**src/hdl/msp_rx_pkg.sv**
```systemverilog
package msp_rx_pkg;

    localparam int unsigned CFG_IDX_W = 2;
    localparam int unsigned CFG_DATA_W = 16;

    // Register indexes on the configuration port
    localparam logic [CFG_IDX_W-1:0] REG_TIMEOUT_TICKS = 2'd0;
    localparam logic [CFG_IDX_W-1:0] REG_MAX_PAYLOAD   = 2'd1;
    localparam logic [CFG_IDX_W-1:0] REG_RAW_RC_ID     = 2'd2;

    localparam logic [15:0] RST_TIMEOUT_TICKS = 16'd1000;
    localparam logic [15:0] RST_MAX_PAYLOAD   = 16'd64;
    localparam logic [15:0] RST_RAW_RC_ID     = 16'd200;

    // Input beat kinds
    localparam logic [1:0] FUNC_RX_BYTE = 2'd0;
    localparam logic [1:0] FUNC_TICK    = 2'd1;
    localparam logic [1:0] FUNC_RC_SENT = 2'd2;

    // Result kinds
    localparam logic KIND_PAYLOAD = 1'b0;
    localparam logic KIND_STATUS  = 1'b1;

    // Frame end status codes
    localparam logic [2:0] ST_OK       = 3'd0;
    localparam logic [2:0] ST_MISMATCH = 3'd1;
    localparam logic [2:0] ST_ECHO     = 3'd2;
    localparam logic [2:0] ST_TIMEOUT  = 3'd3;
    localparam logic [2:0] ST_ERR_HDR  = 3'd4;

    // Framing characters
    localparam logic [7:0] CH_DOLLAR = 8'h24;
    localparam logic [7:0] CH_V1     = 8'h4D;
    localparam logic [7:0] CH_V2     = 8'h58;
    localparam logic [7:0] CH_TO_FC  = 8'h3C;
    localparam logic [7:0] CH_FROM_FC = 8'h3E;
    localparam logic [7:0] CH_ERROR  = 8'h21;

    localparam logic [7:0] CRC_POLY = 8'hD5;

    localparam int unsigned OUT_TDATA_W = 64;

    typedef struct packed {
        logic [15:0] timeout_ticks;
        logic [15:0] max_payload;
        logic [15:0] raw_rc_id;
    } cfg_t;

    typedef struct packed {
        logic        valid;
        logic        kind;
        logic [7:0]  payload_byte;
        logic [15:0] byte_index;
        logic [2:0]  status;
        logic        is_v2;
        logic [15:0] message_id;
        logic [15:0] payload_size;
    } result_t;

    // CRC-8 DVB-S2, one byte
    function automatic logic [7:0] crc8_step(input logic [7:0] crc, input logic [7:0] b);
        logic [7:0] c;
        c = crc ^ b;
        for (int i = 0; i < 8; i++)
        begin
            if (c[7])
                c = {c[6:0], 1'b0} ^ CRC_POLY;
            else
                c = {c[6:0], 1'b0};
        end
        return c;
    endfunction

endpackage

```
**src/hdl/msp_rx_parser.sv**
```systemverilog
module msp_rx_parser (
    input  logic                clk,
    input  logic                rst_n,
    input  logic                beat,
    input  logic [1:0]          func,
    input  logic [7:0]          rx_byte,
    input  msp_rx_pkg::cfg_t    cfg,
    output msp_rx_pkg::result_t res
);

    typedef enum logic [3:0] {
        PH_HUNT,
        PH_DOLLAR,
        PH_VER,
        PH_V1_SIZE,
        PH_V1_ID,
        PH_V2_FLAG,
        PH_V2_ID0,
        PH_V2_ID1,
        PH_V2_SZ0,
        PH_V2_SZ1,
        PH_PAYLOAD,
        PH_CHECK
    } phase_t;

    phase_t      phase_reg, phase_next;
    logic        v2_reg, v2_next;
    logic [7:0]  check_reg, check_next;
    logic [15:0] id_reg, id_next;
    logic [15:0] size_reg, size_next;
    logic [15:0] count_reg, count_next;
    logic [15:0] elapsed_reg, elapsed_next;
    logic        echo_reg, echo_next;

    logic [7:0]  check_acc;
    logic [15:0] elapsed_inc;
    logic [16:0] count_plus;
    logic        late;
    logic        go_hunt;
    logic        emit;
    logic [2:0]  emit_status;

    assign check_acc   = v2_reg ? msp_rx_pkg::crc8_step(check_reg, rx_byte)
                                : (check_reg ^ rx_byte);
    assign elapsed_inc = (elapsed_reg == 16'hFFFF) ? elapsed_reg : elapsed_reg + 16'd1;
    assign count_plus  = {1'b0, count_reg} + 17'd1;
    assign late = (phase_reg == PH_PAYLOAD || phase_reg == PH_CHECK)
                ? (elapsed_inc > cfg.timeout_ticks)
                : (elapsed_inc >= cfg.timeout_ticks);

    always_comb
    begin
        phase_next   = phase_reg;
        v2_next      = v2_reg;
        check_next   = check_reg;
        id_next      = id_reg;
        size_next    = size_reg;
        count_next   = count_reg;
        elapsed_next = elapsed_reg;
        echo_next    = echo_reg;
        go_hunt      = 1'b0;
        emit         = 1'b0;
        emit_status  = msp_rx_pkg::ST_OK;

        res              = '0;
        res.is_v2        = v2_reg;
        res.message_id   = id_reg;
        res.payload_size = size_reg;

        if (beat)
        begin
            case (func)
                msp_rx_pkg::FUNC_RC_SENT:
                begin
                    echo_next = 1'b1;
                end
                msp_rx_pkg::FUNC_TICK:
                begin
                    elapsed_next = elapsed_inc;
                    if (late)
                    begin
                        emit        = 1'b1;
                        emit_status = msp_rx_pkg::ST_TIMEOUT;
                    end
                end
                msp_rx_pkg::FUNC_RX_BYTE:
                begin
                    case (phase_reg)
                        PH_HUNT:
                        begin
                            if (rx_byte == msp_rx_pkg::CH_DOLLAR)
                                phase_next = PH_DOLLAR;
                        end
                        PH_DOLLAR:
                        begin
                            if (rx_byte == msp_rx_pkg::CH_V1 || rx_byte == msp_rx_pkg::CH_V2)
                            begin
                                v2_next    = (rx_byte == msp_rx_pkg::CH_V2);
                                phase_next = PH_VER;
                            end
                            else
                                go_hunt = 1'b1;
                        end
                        PH_VER:
                        begin
                            if (rx_byte == msp_rx_pkg::CH_FROM_FC
                                || rx_byte == msp_rx_pkg::CH_TO_FC)
                                phase_next = v2_reg ? PH_V2_FLAG : PH_V1_SIZE;
                            else if (rx_byte == msp_rx_pkg::CH_ERROR)
                            begin
                                emit        = 1'b1;
                                emit_status = msp_rx_pkg::ST_ERR_HDR;
                            end
                            else
                                go_hunt = 1'b1;
                        end
                        PH_V1_SIZE:
                        begin
                            size_next  = {8'd0, rx_byte};
                            check_next = check_acc;
                            phase_next = PH_V1_ID;
                        end
                        PH_V1_ID:
                        begin
                            id_next    = {8'd0, rx_byte};
                            check_next = check_acc;
                            phase_next = (size_reg == 16'd0) ? PH_CHECK : PH_PAYLOAD;
                        end
                        PH_V2_FLAG:
                        begin
                            check_next = check_acc;
                            phase_next = PH_V2_ID0;
                        end
                        PH_V2_ID0:
                        begin
                            id_next    = {8'd0, rx_byte};
                            check_next = check_acc;
                            phase_next = PH_V2_ID1;
                        end
                        PH_V2_ID1:
                        begin
                            id_next    = {rx_byte, id_reg[7:0]};
                            check_next = check_acc;
                            phase_next = PH_V2_SZ0;
                        end
                        PH_V2_SZ0:
                        begin
                            size_next  = {8'd0, rx_byte};
                            check_next = check_acc;
                            phase_next = PH_V2_SZ1;
                        end
                        PH_V2_SZ1:
                        begin
                            size_next  = {rx_byte, size_reg[7:0]};
                            check_next = check_acc;
                            phase_next = ({rx_byte, size_reg[7:0]} == 16'd0)
                                       ? PH_CHECK : PH_PAYLOAD;
                        end
                        PH_PAYLOAD:
                        begin
                            check_next = check_acc;
                            count_next = count_plus[15:0];
                            if (count_reg < cfg.max_payload)
                            begin
                                res.valid        = 1'b1;
                                res.kind         = msp_rx_pkg::KIND_PAYLOAD;
                                res.payload_byte = rx_byte;
                                res.byte_index   = count_reg;
                            end
                            if (count_plus >= {1'b0, size_reg})
                                phase_next = PH_CHECK;
                        end
                        PH_CHECK:
                        begin
                            emit = 1'b1;
                            if (rx_byte != check_reg)
                                emit_status = msp_rx_pkg::ST_MISMATCH;
                            else if (id_reg == cfg.raw_rc_id && echo_reg)
                            begin
                                emit_status = msp_rx_pkg::ST_ECHO;
                                echo_next   = 1'b0;
                            end
                            else
                                emit_status = msp_rx_pkg::ST_OK;
                        end
                        default:
                        begin
                            go_hunt = 1'b1;
                        end
                    endcase
                end
                default:
                begin
                end
            endcase
        end

        if (emit)
        begin
            res.valid  = 1'b1;
            res.kind   = msp_rx_pkg::KIND_STATUS;
            res.status = emit_status;
            go_hunt    = 1'b1;
        end

        // drop the frame and restart the search window
        if (go_hunt)
        begin
            phase_next   = PH_HUNT;
            v2_next      = 1'b0;
            check_next   = 8'd0;
            id_next      = 16'd0;
            size_next    = 16'd0;
            count_next   = 16'd0;
            elapsed_next = 16'd0;
        end
    end

    always_ff @(posedge clk or negedge rst_n)
    begin
        if (!rst_n)
        begin
            phase_reg   <= PH_HUNT;
            v2_reg      <= 1'b0;
            check_reg   <= 8'd0;
            id_reg      <= 16'd0;
            size_reg    <= 16'd0;
            count_reg   <= 16'd0;
            elapsed_reg <= 16'd0;
            echo_reg    <= 1'b0;
        end
        else
        begin
            phase_reg   <= phase_next;
            v2_reg      <= v2_next;
            check_reg   <= check_next;
            id_reg      <= id_next;
            size_reg    <= size_next;
            count_reg   <= count_next;
            elapsed_reg <= elapsed_next;
            echo_reg    <= echo_next;
        end
    end

endmodule

```
**src/hdl/msp_frame_receiver_top.sv**
```systemverilog
// Channel   Dir  Handshake                    Contents
// s_axis    in   s_axis_tvalid/s_axis_tready  tuser: func; tdata: rx_byte
// m_axis    out  m_axis_tvalid/m_axis_tready  tuser: kind; tdata: payload fields
// cfg       in   cfg_we                       cfg_index, cfg_data
//
// One input beat per cycle; the parser state advances in the accept cycle and
// a result, if any, appears on m_axis the next cycle from the output register.
// The rate is set by the single output register: a new beat is taken whenever
// it is empty or being drained, so a stalled m_axis blocks s_axis.
// Reset (rst_n low, asynchronous) returns the parser to hunting for '$',
// clears the pending echo and loads register defaults; no clearing pass.
module msp_frame_receiver_top (
    input  logic                                clk,
    input  logic                                rst_n,
    input  logic                                s_axis_tvalid,
    output logic                                s_axis_tready,
    input  logic [7:0]                          s_axis_tdata,  // rx_byte
    input  logic [1:0]                          s_axis_tuser,  // func
    output logic                                m_axis_tvalid,
    input  logic                                m_axis_tready,
    // payload_byte[7:0], byte_index[23:8], status[26:24], is_v2[27],
    // message_id[43:28], payload_size[59:44], zero[63:60]
    output logic [msp_rx_pkg::OUT_TDATA_W-1:0] m_axis_tdata,
    output logic                                m_axis_tuser,  // kind
    input  logic                                cfg_we,
    input  logic [msp_rx_pkg::CFG_IDX_W-1:0]   cfg_index,
    input  logic [msp_rx_pkg::CFG_DATA_W-1:0]  cfg_data
);

    msp_rx_pkg::cfg_t    cfg_reg;
    msp_rx_pkg::result_t res;

    logic                                m_valid_reg;
    logic                                m_kind_reg;
    logic [msp_rx_pkg::OUT_TDATA_W-1:0] m_data_reg;
    logic                                s_accept;

    assign s_axis_tready = !m_valid_reg || m_axis_tready;
    assign s_accept      = s_axis_tvalid && s_axis_tready;

    always_ff @(posedge clk or negedge rst_n)
    begin
        if (!rst_n)
        begin
            cfg_reg.timeout_ticks <= msp_rx_pkg::RST_TIMEOUT_TICKS;
            cfg_reg.max_payload   <= msp_rx_pkg::RST_MAX_PAYLOAD;
            cfg_reg.raw_rc_id     <= msp_rx_pkg::RST_RAW_RC_ID;
        end
        else if (cfg_we)
        begin
            case (cfg_index)
                msp_rx_pkg::REG_TIMEOUT_TICKS: cfg_reg.timeout_ticks <= cfg_data;
                msp_rx_pkg::REG_MAX_PAYLOAD:   cfg_reg.max_payload   <= cfg_data;
                msp_rx_pkg::REG_RAW_RC_ID:     cfg_reg.raw_rc_id     <= cfg_data;
                default:
                begin
                end
            endcase
        end
    end

    msp_rx_parser u_parser (
        .clk     (clk),
        .rst_n   (rst_n),
        .beat    (s_accept),
        .func    (s_axis_tuser),
        .rx_byte (s_axis_tdata),
        .cfg     (cfg_reg),
        .res     (res)
    );

    // hold the result until taken
    always_ff @(posedge clk or negedge rst_n)
    begin
        if (!rst_n)
            m_valid_reg <= 1'b0;
        else if (s_accept)
            m_valid_reg <= res.valid;
        else if (m_axis_tready)
            m_valid_reg <= 1'b0;
    end

    always_ff @(posedge clk)
    begin
        if (s_accept && res.valid)
        begin
            m_kind_reg <= res.kind;
            m_data_reg <= {4'd0, res.payload_size, res.message_id, res.is_v2,
                           res.status, res.byte_index, res.payload_byte};
        end
    end

    assign m_axis_tvalid = m_valid_reg;
    assign m_axis_tuser  = m_kind_reg;
    assign m_axis_tdata  = m_data_reg;

    a_rc_sent_silent: assert property (@(posedge clk) disable iff (!rst_n)
        s_accept && s_axis_tuser == msp_rx_pkg::FUNC_RC_SENT |-> !res.valid)
        else $error("raw-RC notice produced a result");

    a_payload_in_window: assert property (@(posedge clk) disable iff (!rst_n)
        res.valid && res.kind == msp_rx_pkg::KIND_PAYLOAD
        |-> res.byte_index < cfg_reg.max_payload)
        else $error("payload beat past max_payload");

    a_timeout_on_tick: assert property (@(posedge clk) disable iff (!rst_n)
        res.valid && res.kind == msp_rx_pkg::KIND_STATUS
        && res.status == msp_rx_pkg::ST_TIMEOUT
        |-> s_accept && s_axis_tuser == msp_rx_pkg::FUNC_TICK)
        else $error("timeout status without a tick beat");

    a_result_loaded: assert property (@(posedge clk) disable iff (!rst_n)
        s_accept && res.valid |=> m_axis_tvalid)
        else $error("result beat lost");

endmodule
```
**config.mk**
```make
export PLATFORM = sky130hd
export DESIGN_NAME = msp_frame_receiver_top
export DESIGN_NICKNAME = d
export VERILOG_FILES = /design/src/hdl/msp_rx_pkg.sv /design/src/hdl/msp_rx_parser.sv /design/src/hdl/msp_frame_receiver_top.sv
export SDC_FILE = /design/constraint.sdc
export NUM_CORES = 1
export LEC_CHECK = 0
export BUFFER_PORTS_ARGS = -buffer_cell sky130_fd_sc_hd__buf_4
export CORE_ASPECT_RATIO = 1.4
export CORE_UTILIZATION = 55
export CTS_BUF_LIST = sky130_fd_sc_hd__clkbuf_8
export CTS_CLUSTER_SIZE = 10
export DETAILED_ROUTE_END_ITERATION = 16
export PLACE_DENSITY = 0.74
export SYNTH_ARGS = -nofsm -noshare
export SYNTH_HDL_FRONTEND = slang
export SYNTH_SLANG_ARGS = --single-unit
```
**constraint.sdc**
```tcl
create_clock -name clk -period 6.05 [get_ports clk]
set_clock_uncertainty 0.05 [all_clocks]
set_input_delay 1.21 -clock clk [delete_from_list [all_inputs] [get_ports clk]]
set_output_delay 1.21 -clock clk [all_outputs]
set_load 0.1 [all_outputs]
```
== After elaboration in Yosys (flattened, before gate mapping) ==
Cells that the tools add are included.

* Input port bits: 33
* Register bits: 188
* Word-level logic and storage cells: 189
* Output and inout port bits: 67

* Mux-type cells: 77
* Equal/unequal tests: 33
* Reductions and logical operators: 46
* Bitwise gates (word level): 9
* Order comparisons: 4
* $add $sub $neg: 2

{| class="wikitable"
|+ Operators by type and width
! operator !! number
|-
| 16-bit two-way mux || 14
|-
| 26-bit two-way mux || 4
|-
| 8-bit two-way mux || 13
|-
| 16-bit case mux with 2 select lines || 2
|-
| 4-bit case mux with 11 select lines || 1
|-
| 5-bit NOT || 8
|-
| 8-bit by 6-bit equality test with 1-bit output (second input constant) || 4
|-
| 16-bit zero test || 2
|-
| 4-bit two-way mux || 7
|-
| 1-bit two-way mux || 23
|-
| 2-bit nonzero test || 11
|-
| 16-bit by 1-bit adder with 17-bit output (second input constant) || 1
|-
| 17-bit by 16-bit >= comparator with 1-bit output || 1
|-
| 16-bit by 1-bit adder with 16-bit output (second input constant) || 1
|-
| 16-bit equality test || 1
|-
| 16-bit equality test (second input constant) || 1
|-
| 4-bit by 3-bit equality test with 1-bit output (second input constant) || 4
|-
| 4-bit equality test (second input constant) || 4
|-
| 8-bit by 7-bit equality test with 1-bit output (second input constant) || 2
|-
| 16-bit >= comparator || 1
|-
| 16-bit > comparator || 1
|-
| 16-bit < comparator || 1
|-
| 4-bit AND reduction || 4
|-
| 3-bit two-way mux || 4
|-
| 28 further kinds || 56
|}

== Longest topological paths before layout ==
Gate-level depths: netlist of the first run.

* Depth in word-level cells: 22
* Depth in mapped cells: 18

== By module ==
From an unflattened synthesis of the first run, not the netlist that was laid out.

* Cell total of the unflattened synthesis: 917
* Area total of the unflattened synthesis: 10105.9 um^2

{| class="wikitable"
|+ Modules (own cells, without submodules)
! module !! area an instance (um^2) !! seq. area each (um^2) !! times used !! cells each
|-
| msp_rx_parser || 6361.1 || 1951.9 || 1 || 743
|-
| msp_frame_receiver_top || 3744.8 || 3070.4 || 1 || 174
|}

== Worst setup path after synthesis of the first run ==
OpenSTA, ideal clock, no wires.

* Path kind: input -> register
* From: input m_axis_tready
* To: register m_data_reg, in the netlist m_axis_tdata[0] (enable)
* Setup slack: 0.786 ns
* Cell stages on the path: 7
* Data required time: 5.571 ns
* Data arrival time: 4.785 ns
* Path through: nand2b_1 > nand2_1 > or3_1 > clkbuf_1 > nor4_1 > a211oi_1 > nand2b_1

* Word-level cells in the longest chain between the ends: 5
* Elaborated cells on any way between the ends: 6
* Classes of those cells: mux: 3; reduce/logical: 3

{| class="wikitable"
|+ RTL lines
! item !! line !! RTL
|-
| from (decl) || msp_frame_receiver_top.sv:20 || <nowiki>input logic m_axis_tready,</nowiki>
|-
| 1-bit logical OR (*) || msp_frame_receiver_top.sv:38 || <nowiki>assign s_axis_tready = !m_valid_reg || m_axis_tready;</nowiki>
|-
| 1-bit logical AND (*) || msp_frame_receiver_top.sv:39 || <nowiki>assign s_accept = s_axis_tvalid && s_axis_tready;</nowiki>
|-
| 26-bit two-way mux / 1-bit two-way mux (equally long branches) || msp_rx_parser.sv:70 || <nowiki>if (beat)</nowiki>
|-
| 2-bit two-way mux || msp_rx_parser.sv:198 || <nowiki>if (emit)</nowiki>
|-
| 1-bit logical AND (*) || msp_frame_receiver_top.sv:85 || <nowiki>if (s_accept && res.valid)</nowiki>
|-
| to (signal assigned) || msp_frame_receiver_top.sv:88 || <nowiki>m_data_reg <= {4'd0, res.payload_size, res.message_id, res.is_v2,</nowiki>
|-
| to (decl) || msp_frame_receiver_top.sv:35 || <nowiki>logic [msp_rx_pkg::OUT_TDATA_W-1:0] m_data_reg;</nowiki>
|}

Mark *: on every way between the ends. The rest lies on a longest branch, timed or not.
A chain may end at the register's enable or synchronous reset.

== Worst setup path after layout of the first run ==
* From: register u_parser.elapsed_reg[3]
* To: register u_parser.count_reg[3]

* Word-level cells in the longest chain between the ends: 10
* Elaborated cells on any way between the ends: 15
* Classes of those cells: add/sub: 1; order compare: 2; eq/ne: 1; mux: 7; reduce/logical: 4

{| class="wikitable"
|+ RTL lines
! item !! line !! RTL
|-
| from (decl) || msp_rx_parser.sv:32 || <nowiki>logic [15:0] elapsed_reg, elapsed_next;</nowiki>
|-
| from (signal assigned) || msp_rx_parser.sv:240 || <nowiki>elapsed_reg <= elapsed_next;</nowiki>
|-
| 16-bit by 1-bit adder with 16-bit output / 16-bit equality test (equally long branches) || msp_rx_parser.sv:45 || <nowiki>assign elapsed_inc = (elapsed_reg == 16'hFFFF) ? elapsed_reg : elapsed_reg + 16'd1;</nowiki>
|-
| 16-bit two-way mux (*) || msp_rx_parser.sv:45 ||
|-
| 16-bit >= comparator / 16-bit > comparator (equally long branches) || msp_rx_parser.sv:49, msp_rx_parser.sv:48 ||
|-
| 1-bit two-way mux (*) || msp_rx_parser.sv:48 || <nowiki>? (elapsed_inc > cfg.timeout_ticks)</nowiki>
|-
| 1-bit two-way mux (*) || msp_rx_parser.sv:80 || <nowiki>if (late)</nowiki>
|-
| 1-bit case mux with 2 select lines (*) || msp_rx_parser.sv:72 || <nowiki>case (func)</nowiki>
|-
| 1-bit two-way mux (*) || msp_rx_parser.sv:70 ||
|-
| 1-bit two-way mux (*) || msp_rx_parser.sv:198 ||
|-
| 2-bit nonzero test (no line) || -- ||
|-
| 3-bit AND reduction (no line) || -- ||
|-
| to (signal assigned) || msp_rx_parser.sv:239 || <nowiki>count_reg <= count_next;</nowiki>
|-
| to (decl) || msp_rx_parser.sv:31 || <nowiki>logic [15:0] count_reg, count_next;</nowiki>
|}

Marked as above.

==> results of run 1 <==
[logic make-up after synthesis]
kind of cell / count (synthesis)
adders and majority gates: 50
DFF: 188
other: 1
muxes: 66
xor gates and xnor gates: 66
buffers and inverters: 105
AOI/OAI and AO/OA: 191
and+or+nand+nor: 293
[per-stage QoR]
step | cell area, µm² | setup slack, ps
global placement | 11000 | 1410
finish | 11500 | 1230
global route | 11500 | 989
CTS | 11500 | 1270
detailed placement | 11000 | 1310
floorplan | 10100 | 786
[path summary, 6_finish.rpt]
path | endpoint | slack, ps | cells past startpoint
max | u_parser.count_reg[3] | 1230 | 13
min | m_axis_tdata[45] | 430 | 0
max reg2reg | u_parser.count_reg[3] | 1230 | 13
min reg2reg | m_axis_tdata[45] | 430 | 0
max in group asynchronous | u_parser.size_reg[0] | 3780 | 2
min in group asynchronous | cfg_reg[27] | 730 | 1
[final cells by class]
class,count,area [µm²]
clock inverters,15,184
inverters,62,233
well taps,240,300
flip-flops and latches,188,5020
multi-input cells,670,4710
repair buffers,103,773
fillers,1479,6540
clock buffers,17,234
[where the power goes]
group	switching (mW)	total, mW	internal, mW	leakage [nW]
sequential	0.203	1.75	1.55	2.18
combinational	1.03	1.65	0.616	2.77
clock	0.490	0.873	0.384	0.215
[synth_stat cells (all sizes together) (33+ instances only)]
cell type and count:
a21oi 57, and2 37, clkbuf 33, dfrtp 117, edfxtp 61, ha 50
inv 62, mux2 43, nand2 85, nor2 62, o21ai 44, xnor2 36
[layer usage]
| metal | vias up | global-route usage (%) |
|---|---|---|
| li1 | 3562 | - |
| met1 | 3600 | 32.9 |
| met2 | 220 | 46.6 |
| met3 | 71 | 3.57 |
| met4 | 0 | 16.2 |
| met5 | - | 0 |
==> flow_metrics.env, run 1 <==
export IMPL_status="finished clean"
export IMPL_measured_slew_at_the_worst_slew_check_pin_ps=1070
export IMPL_synth_lib_cells_used_distinct=71
export IMPL_yosysTopAreaCellShare_pct=28.9
export IMPL_nets_final=1125
export IMPL_dpl_hpwl_um=17900
export IMPL_synth_compound_gate_area_share_pct=12.5
export IMPL_effective_utilization_at_floorplan_pct=56.3
export IMPL_wl_met3_um=1060
export IMPL_grt_max_degree=72
export IMPL_totalPowerFinal_mw=4.28
export IMPL_final_cells=1295
export IMPL_largest_reg_flops=60
export IMPL_cp_num_buf_inv=0
export IMPL_worstSkewPairLatency_ps=490
export IMPL_drt_iter0_drcs=551
export IMPL_peakVddDrop_v=0.000212
export IMPL_crit_fanout=40
export IMPL_path_cells="and3_1 -> nand4_1 -> or3_1 -> or2_2 -> mux2_2 -> ha_1 -> nand4_1 -> nor2_1 -> a41oi_1 -> a21boi_0 -> or3_4 -> o21a_1 -> a31oi_1"
export IMPL_period_needed_ps=4820
export IMPL_wire_per_inst_um=18.7
export IMPL_worst_setup_path_end_kind="flop"
export IMPL_path_delay_family="simple AND/OR/NAND/NOR gates"
export IMPL_number_of_antenna_violations_at_the_first_check_in_global_routing=0
export IMPL_drive_gt1_share_pct=19.4
export IMPL_async_set_or_reset_register_ratio_after_synthesis_pct=67.6
export IMPL_via_per_inst=5.76
export IMPL_final_period_utilization_pct=79.7
export IMPL_start_kind="flop"
export IMPL_post_cts_resize_count=0
export IMPL_unrepaired_setup_endpoints_after_global_routing="no"
export IMPL_synth_area_mm2=0.0101
export IMPL_post_synth_xor_area_fraction_pct=5.98
export IMPL_setup_viol=0
export IMPL_routed_top_layer="met4"
export IMPL_post_route_drc_count=0
export IMPL_synth_top_family_by_area="simple AND/OR/NAND/NOR gates"
export IMPL_number_of_failing_hold_endpoints_at_the_final_stage=0
export IMPL_antenna_diode_count=0
export IMPL_synth_top_cells_by_area="dfrtp_1 (29%), edfxtp_1 (18%), ha_1 (6.2%)"
export IMPL_place_detailed_instances=1263
export IMPL_post_cts_hold_buffer_count=0
export IMPL_r2r_start="u_parser.elapsed_reg[3]"
export IMPL_layout_cells_most_common="dfrtp_1"
export IMPL_cp_arrival_ps=5130
export IMPL_port_buffers=95
export IMPL_buffer_type_at_the_clock_tree_root="clkbuf_8"
export IMPL_crit_path_frequent_cell="nand4_1"
export IMPL_die_area_mm2=0.0190
export IMPL_synth_simple_gate_area_share_pct=14.6
export IMPL_grt_pass1_wl_um=38600
export IMPL_layout_area_overhead_vs_synth_pct=13.0
export IMPL_core_region_area_mm2=0.0180
export IMPL_report_final_slew_viol_count=0
export IMPL_tritoncts_num_sinks=188
export IMPL_die_height_um=163
export IMPL_drt_wl_total_um=24200
export IMPL_synth_enable_flop_cells=61
export IMPL_routed_wl_met2_um=12300
export IMPL_maxcap_violations=0
export IMPL_library_cell_occupying_the_most_area_in_the_post_synthesis_netlist="dfrtp_1"
export IMPL_inserted_clock_buffers=17
export IMPL_cp_data_required_time_ps=6350
export IMPL_cts_tree="done"
export IMPL_wirelength_met1_um=9550
export IMPL_yosys_register_bits=188
export IMPL_floorplan_die_width_um=117
export IMPL_grt_overflow=0
export IMPL_timing_hold_ws_ps=435
export IMPL_slowest_stage_delay_on_critical_path_ps=530
export IMPL_antenna_violating_nets_post_route=0
export IMPL_top_level_ports=100
export IMPL_hp_start="u_parser.size_reg[1]"
export IMPL_drt_first_pass_iters=6
export IMPL_finalSetupTns_ps=0
export IMPL_synthFlopType="dfrtp_1"
export IMPL_fp_row_count=58
export IMPL_synth_avg_cell_area_um2=10.6
export IMPL_final_core_utilization_pct=63.6
export IMPL_p_leak_nw=5.16
export IMPL_startpoint="u_parser.elapsed_reg[3]"
export IMPL_synth_yosys_warnings=0
export IMPL_clockBufferDepth=2
export IMPL_fmax_mhz=207
export IMPL_gp_congestion=0.911
export IMPL_syn_instance_count=960
export IMPL_power_per_cell_area_mw_per_mm2=373
export IMPL_slew_headroom_pct=28.2
export IMPL_most_common_layout_cells="dfrtp_1 (117), buf_4 (103), nand2_1 (85)"
export IMPL_fraction_of_synthesized_area_in_multiplexers_pct=7.05
export IMPL_synthAdderAreaFrac_pct=6.17
export IMPL_clkTransAtPathRegs_ps=100
export IMPL_yosysSeqAreaShare_pct=49.6
export IMPL_ctsHtreeMaxLevel=4
export IMPL_grt_pass1_vias=7330
export IMPL_cts_setup_buffers=0
export IMPL_grt_usage_pct=27.4
export IMPL_critical_path_class="flop to flop"
export IMPL_min_path_type="flop to flop"
export IMPL_num_vias=7453
export IMPL_worst_path_max_delay_cell="or3_4"
(Power assumes the default switching activity.)
==> run 2: changes to the inputs <==
- ABC_AREA: not set -> 1
- PLACE_DENSITY: 0.74 -> 0.77
- clock period: 6.05 -> 3.9 ns (I/O delays scaled with it)
==> flow_metrics.env, run 2 <==
export IMPL_via_per_inst=5.44
export IMPL_min_path_type="input pin to async pin"
export IMPL_ctsHtreeMaxLevel=4
export IMPL_yosysSeqAreaShare_pct=48.7
export IMPL_cp_data_required_time_ps=4240
export IMPL_status="finished clean"
export IMPL_antenna_diode_count=0
export IMPL_antenna_violating_nets_post_route=0
export IMPL_crit_path_frequent_cell="nand2_1"
export IMPL_die_height_um=164
export IMPL_die_area_mm2=0.0193
export IMPL_setup_viol=0
export IMPL_number_of_antenna_violations_at_the_first_check_in_global_routing=0
export IMPL_period_needed_ps=3750
export IMPL_fraction_of_synthesized_area_in_multiplexers_pct=0
export IMPL_grt_overflow=0
export IMPL_tritoncts_num_sinks=188
export IMPL_yosysMostFrequentCell="nand2_1"
export IMPL_layout_area_overhead_vs_synth_pct=15.8
export IMPL_final_period_utilization_pct=96.3
export IMPL_cp_num_buf_inv=3
export IMPL_maxcap_violations=0
export IMPL_worstSkewPairLatency_ps=490
export IMPL_top_post_synthesis_cells_by_count="nand2_1 (336), inv_1 (178), dfrtp_1 (117)"
export IMPL_grt_usage_pct=27.7
export IMPL_drt_iter0_drcs=559
export IMPL_cp_arrival_ps=4090
export IMPL_p_leak_nw=5.93
export IMPL_grt_max_degree=60
export IMPL_measured_slew_at_the_worst_slew_check_pin_ps=995
export IMPL_yosys_register_bits=188
export IMPL_synth_lib_cells_used_distinct=52
export IMPL_peakVddDrop_v=0.000451
export IMPL_yosysTopAreaCellShare_pct=28.4
export IMPL_post_route_drc_count=0
export IMPL_crit_fanout=8
export IMPL_wire_per_inst_um=16.1
export IMPL_critical_path_class="flop to flop"
export IMPL_worst_path_max_delay_cell="dfrtp_1"
export IMPL_most_common_layout_cells="nand2_1 (329), inv_1 (177), dfrtp_1 (117)"
export IMPL_fp_row_count=58
export IMPL_timing_hold_ws_ps=318
export IMPL_path_delay_family="simple AND/OR/NAND/NOR gates"
export IMPL_grt_pass1_wl_um=41400
export IMPL_number_of_failing_hold_endpoints_at_the_final_stage=0
export IMPL_start_kind="flop"
export IMPL_layout_cells_most_common="nand2_1"
export IMPL_worst_slack_ps=146
export IMPL_num_vias=8660
export IMPL_post_place_ws_ps=-14.4
export IMPL_worst_r2r_path_depth=24
export IMPL_gp_congestion=0.954
export IMPL_slew_headroom_pct=33.5
export IMPL_clockBufferDepth=2
export IMPL_report_final_slew_viol_count=0
export IMPL_clkTransAtPathRegs_ps=110
export IMPL_synth_enable_flop_cells=61
export IMPL_nets_final=1423
export IMPL_core_region_area_mm2=0.0181
export IMPL_synthFlopType="dfrtp_1"
export IMPL_buffer_type_at_the_clock_tree_root="clkbuf_8"
export IMPL_inserted_clock_buffers=17
export IMPL_final_core_utilization_pct=65.8
export IMPL_syn_instance_count=1233
export IMPL_async_set_or_reset_register_ratio_after_synthesis_pct=67.6
export IMPL_post_cts_hold_buffer_count=0
export IMPL_synth_top_cells_by_area="dfrtp_1 (28%), edfxtp_1 (18%), nand2_1 (12%)"
export IMPL_synth_area_mm2=0.0103
export IMPL_reg2reg_to="u_parser.id_reg[0]"
export IMPL_drt_wl_total_um=25700
export IMPL_drt_first_pass_iters=5
export IMPL_top_level_ports=100
export IMPL_r2r_start="u_parser.elapsed_reg[0]"
export IMPL_synthAdderAreaFrac_pct=6.07
export IMPL_totalPowerFinal_mw=5.94
export IMPL_synth_avg_cell_area_um2=8.36
export IMPL_dpl_hpwl_um=19200
export IMPL_library_cell_occupying_the_most_area_in_the_post_synthesis_netlist="dfrtp_1"
export IMPL_synth_top_family_by_area="simple AND/OR/NAND/NOR gates"
export IMPL_effective_utilization_at_floorplan_pct=56.8
export IMPL_final_cells=1593
export IMPL_post_synth_xor_area_fraction_pct=2.21
export IMPL_fmax_mhz=266
export IMPL_cts_tree="done"
export IMPL_synth_compound_gate_area_share_pct=9.81
export IMPL_grt_pass1_vias=8287
export IMPL_worst_setup_path_end_kind="flop"
export IMPL_power_per_cell_area_mw_per_mm2=497
export IMPL_port_buffers=95
export IMPL_largest_reg_flops=60
export IMPL_path_cells="ha_2 -> inv_2 -> nor3_4 -> nand4_2 -> nor3_4 -> nand2_2 -> nand2_1 -> nor2_1 -> xor2_1 -> ha_1 -> nand2_1 -> nor2_1 -> nor3_1 -> nand2_1 -> nand2_1 -> nand3b_1 -> nand2_2 -> nand2_2 -> nand2_4 -> nand2_8 -> buf_12 -> o21ai_4 -> clkbuf_16 -> o21ai_1"
export IMPL_slowest_stage_delay_on_critical_path_ps=400
export IMPL_worst_r2r_setup_slack_ps=150
export IMPL_drive_gt1_share_pct=16.3
export IMPL_place_detailed_instances=1552
export IMPL_floorplan_die_width_um=118
export IMPL_synth_simple_gate_area_share_pct=23.9
export IMPL_synth_yosys_warnings=0
==> run 2: changes by cell type after synthesis, moves of 36 or more <==
cell and delta:
nand2_1 +251, mux2_2 -43, and2_1 -36, nand3_1 +55
o21ai_0 +44, inv_1 +116
==> run 2: timing repair <==
item / in CTS / in global routing
resized for setup: 1 / 35
gates cloned: 0 / 1
pin swaps: 1 / 15
setup buffers: 1 / 7
setup endpoints to repair: 43 / 138
==> run 2: worst max path at each step <==
stage                            startpoint                      end  slack, ps  cells after the start
floorplan           u_parser.elapsed_reg[0]          m_axis_tdata[0]         60                     20
global placement    u_parser.elapsed_reg[0]  u_parser.elapsed_reg[3]        160                     24
detailed placement  u_parser.elapsed_reg[0]    u_parser.count_reg[1]        -10                     22
CTS                 u_parser.elapsed_reg[0]    u_parser.count_reg[1]          7                     25
global route        u_parser.elapsed_reg[1]       u_parser.id_reg[7]        -70                     25
finish              u_parser.elapsed_reg[0]       u_parser.id_reg[0]        150                     24
==> run 2: layout make-up <==
cell class                      instances  area [µm²]
Multi-Input combinational cell        826        4490
Timing Repair Buffer                  122        1040
Clock buffer                           17         234
Tap cell                              240         300
Sequential cell                       188        5020
Clock inverter                         15         158
Inverter                              185         697
Fill cell                            1553        6210
==> run 2: report_power, final <==
part	switching [mW]	total [mW]	internal, mW
Combinational	1.30	2.02	0.713
Clock	0.770	1.30	0.529
Sequential	0.277	2.62	2.34
==> run 2: cells by family after synthesis <==
kind of cell / Yosys count
and+or+nand+nor: 566
buffers and inverters: 222
DFF: 188
AOI/OAI and AO/OA: 180
adders and majority gates: 50
xor gates and xnor gates: 26
other: 1
==> run 2: per-stage QoR <==
step / TNS, ps / area [µm²]
final: 0 / 11900
after global routing: -949 / 11900
after CTS: 0 / 11700
after detailed placement: -26.0 / 11300
after global placement: 0 / 11300
after floorplan: 0 / 10300
==> run 2: routing by layer <==
layer  up-vias  wire length [µm]  GRT usage [%]
li1       4232                 -              -
met1      4112             10300           32.5
met5         -                 0              0
met3        66              1210           5.07
met2       250             13100           48.0
met4         0              1110           15.5
==> run 2: worst reg2reg max path, stage by stage (launching register included) <==
cell and delay [ps]:
dfrtp_1 400, ha_2 190, inv_2 60, nor3_4 140
nand4_2 180, nor3_4 180, nand2_2 100, nand2_1 110
nor2_1 60, xor2_1 240, ha_1 280, nand2_1 100
nor2_1 70, nor3_1 210, nand2_1 80, nand2_1 60
nand3b_1 140, nand2_2 130, nand2_2 70, nand2_4 110
nand2_8 90, buf_12 170, o21ai_4 200, clkbuf_16 190
o21ai_1 60
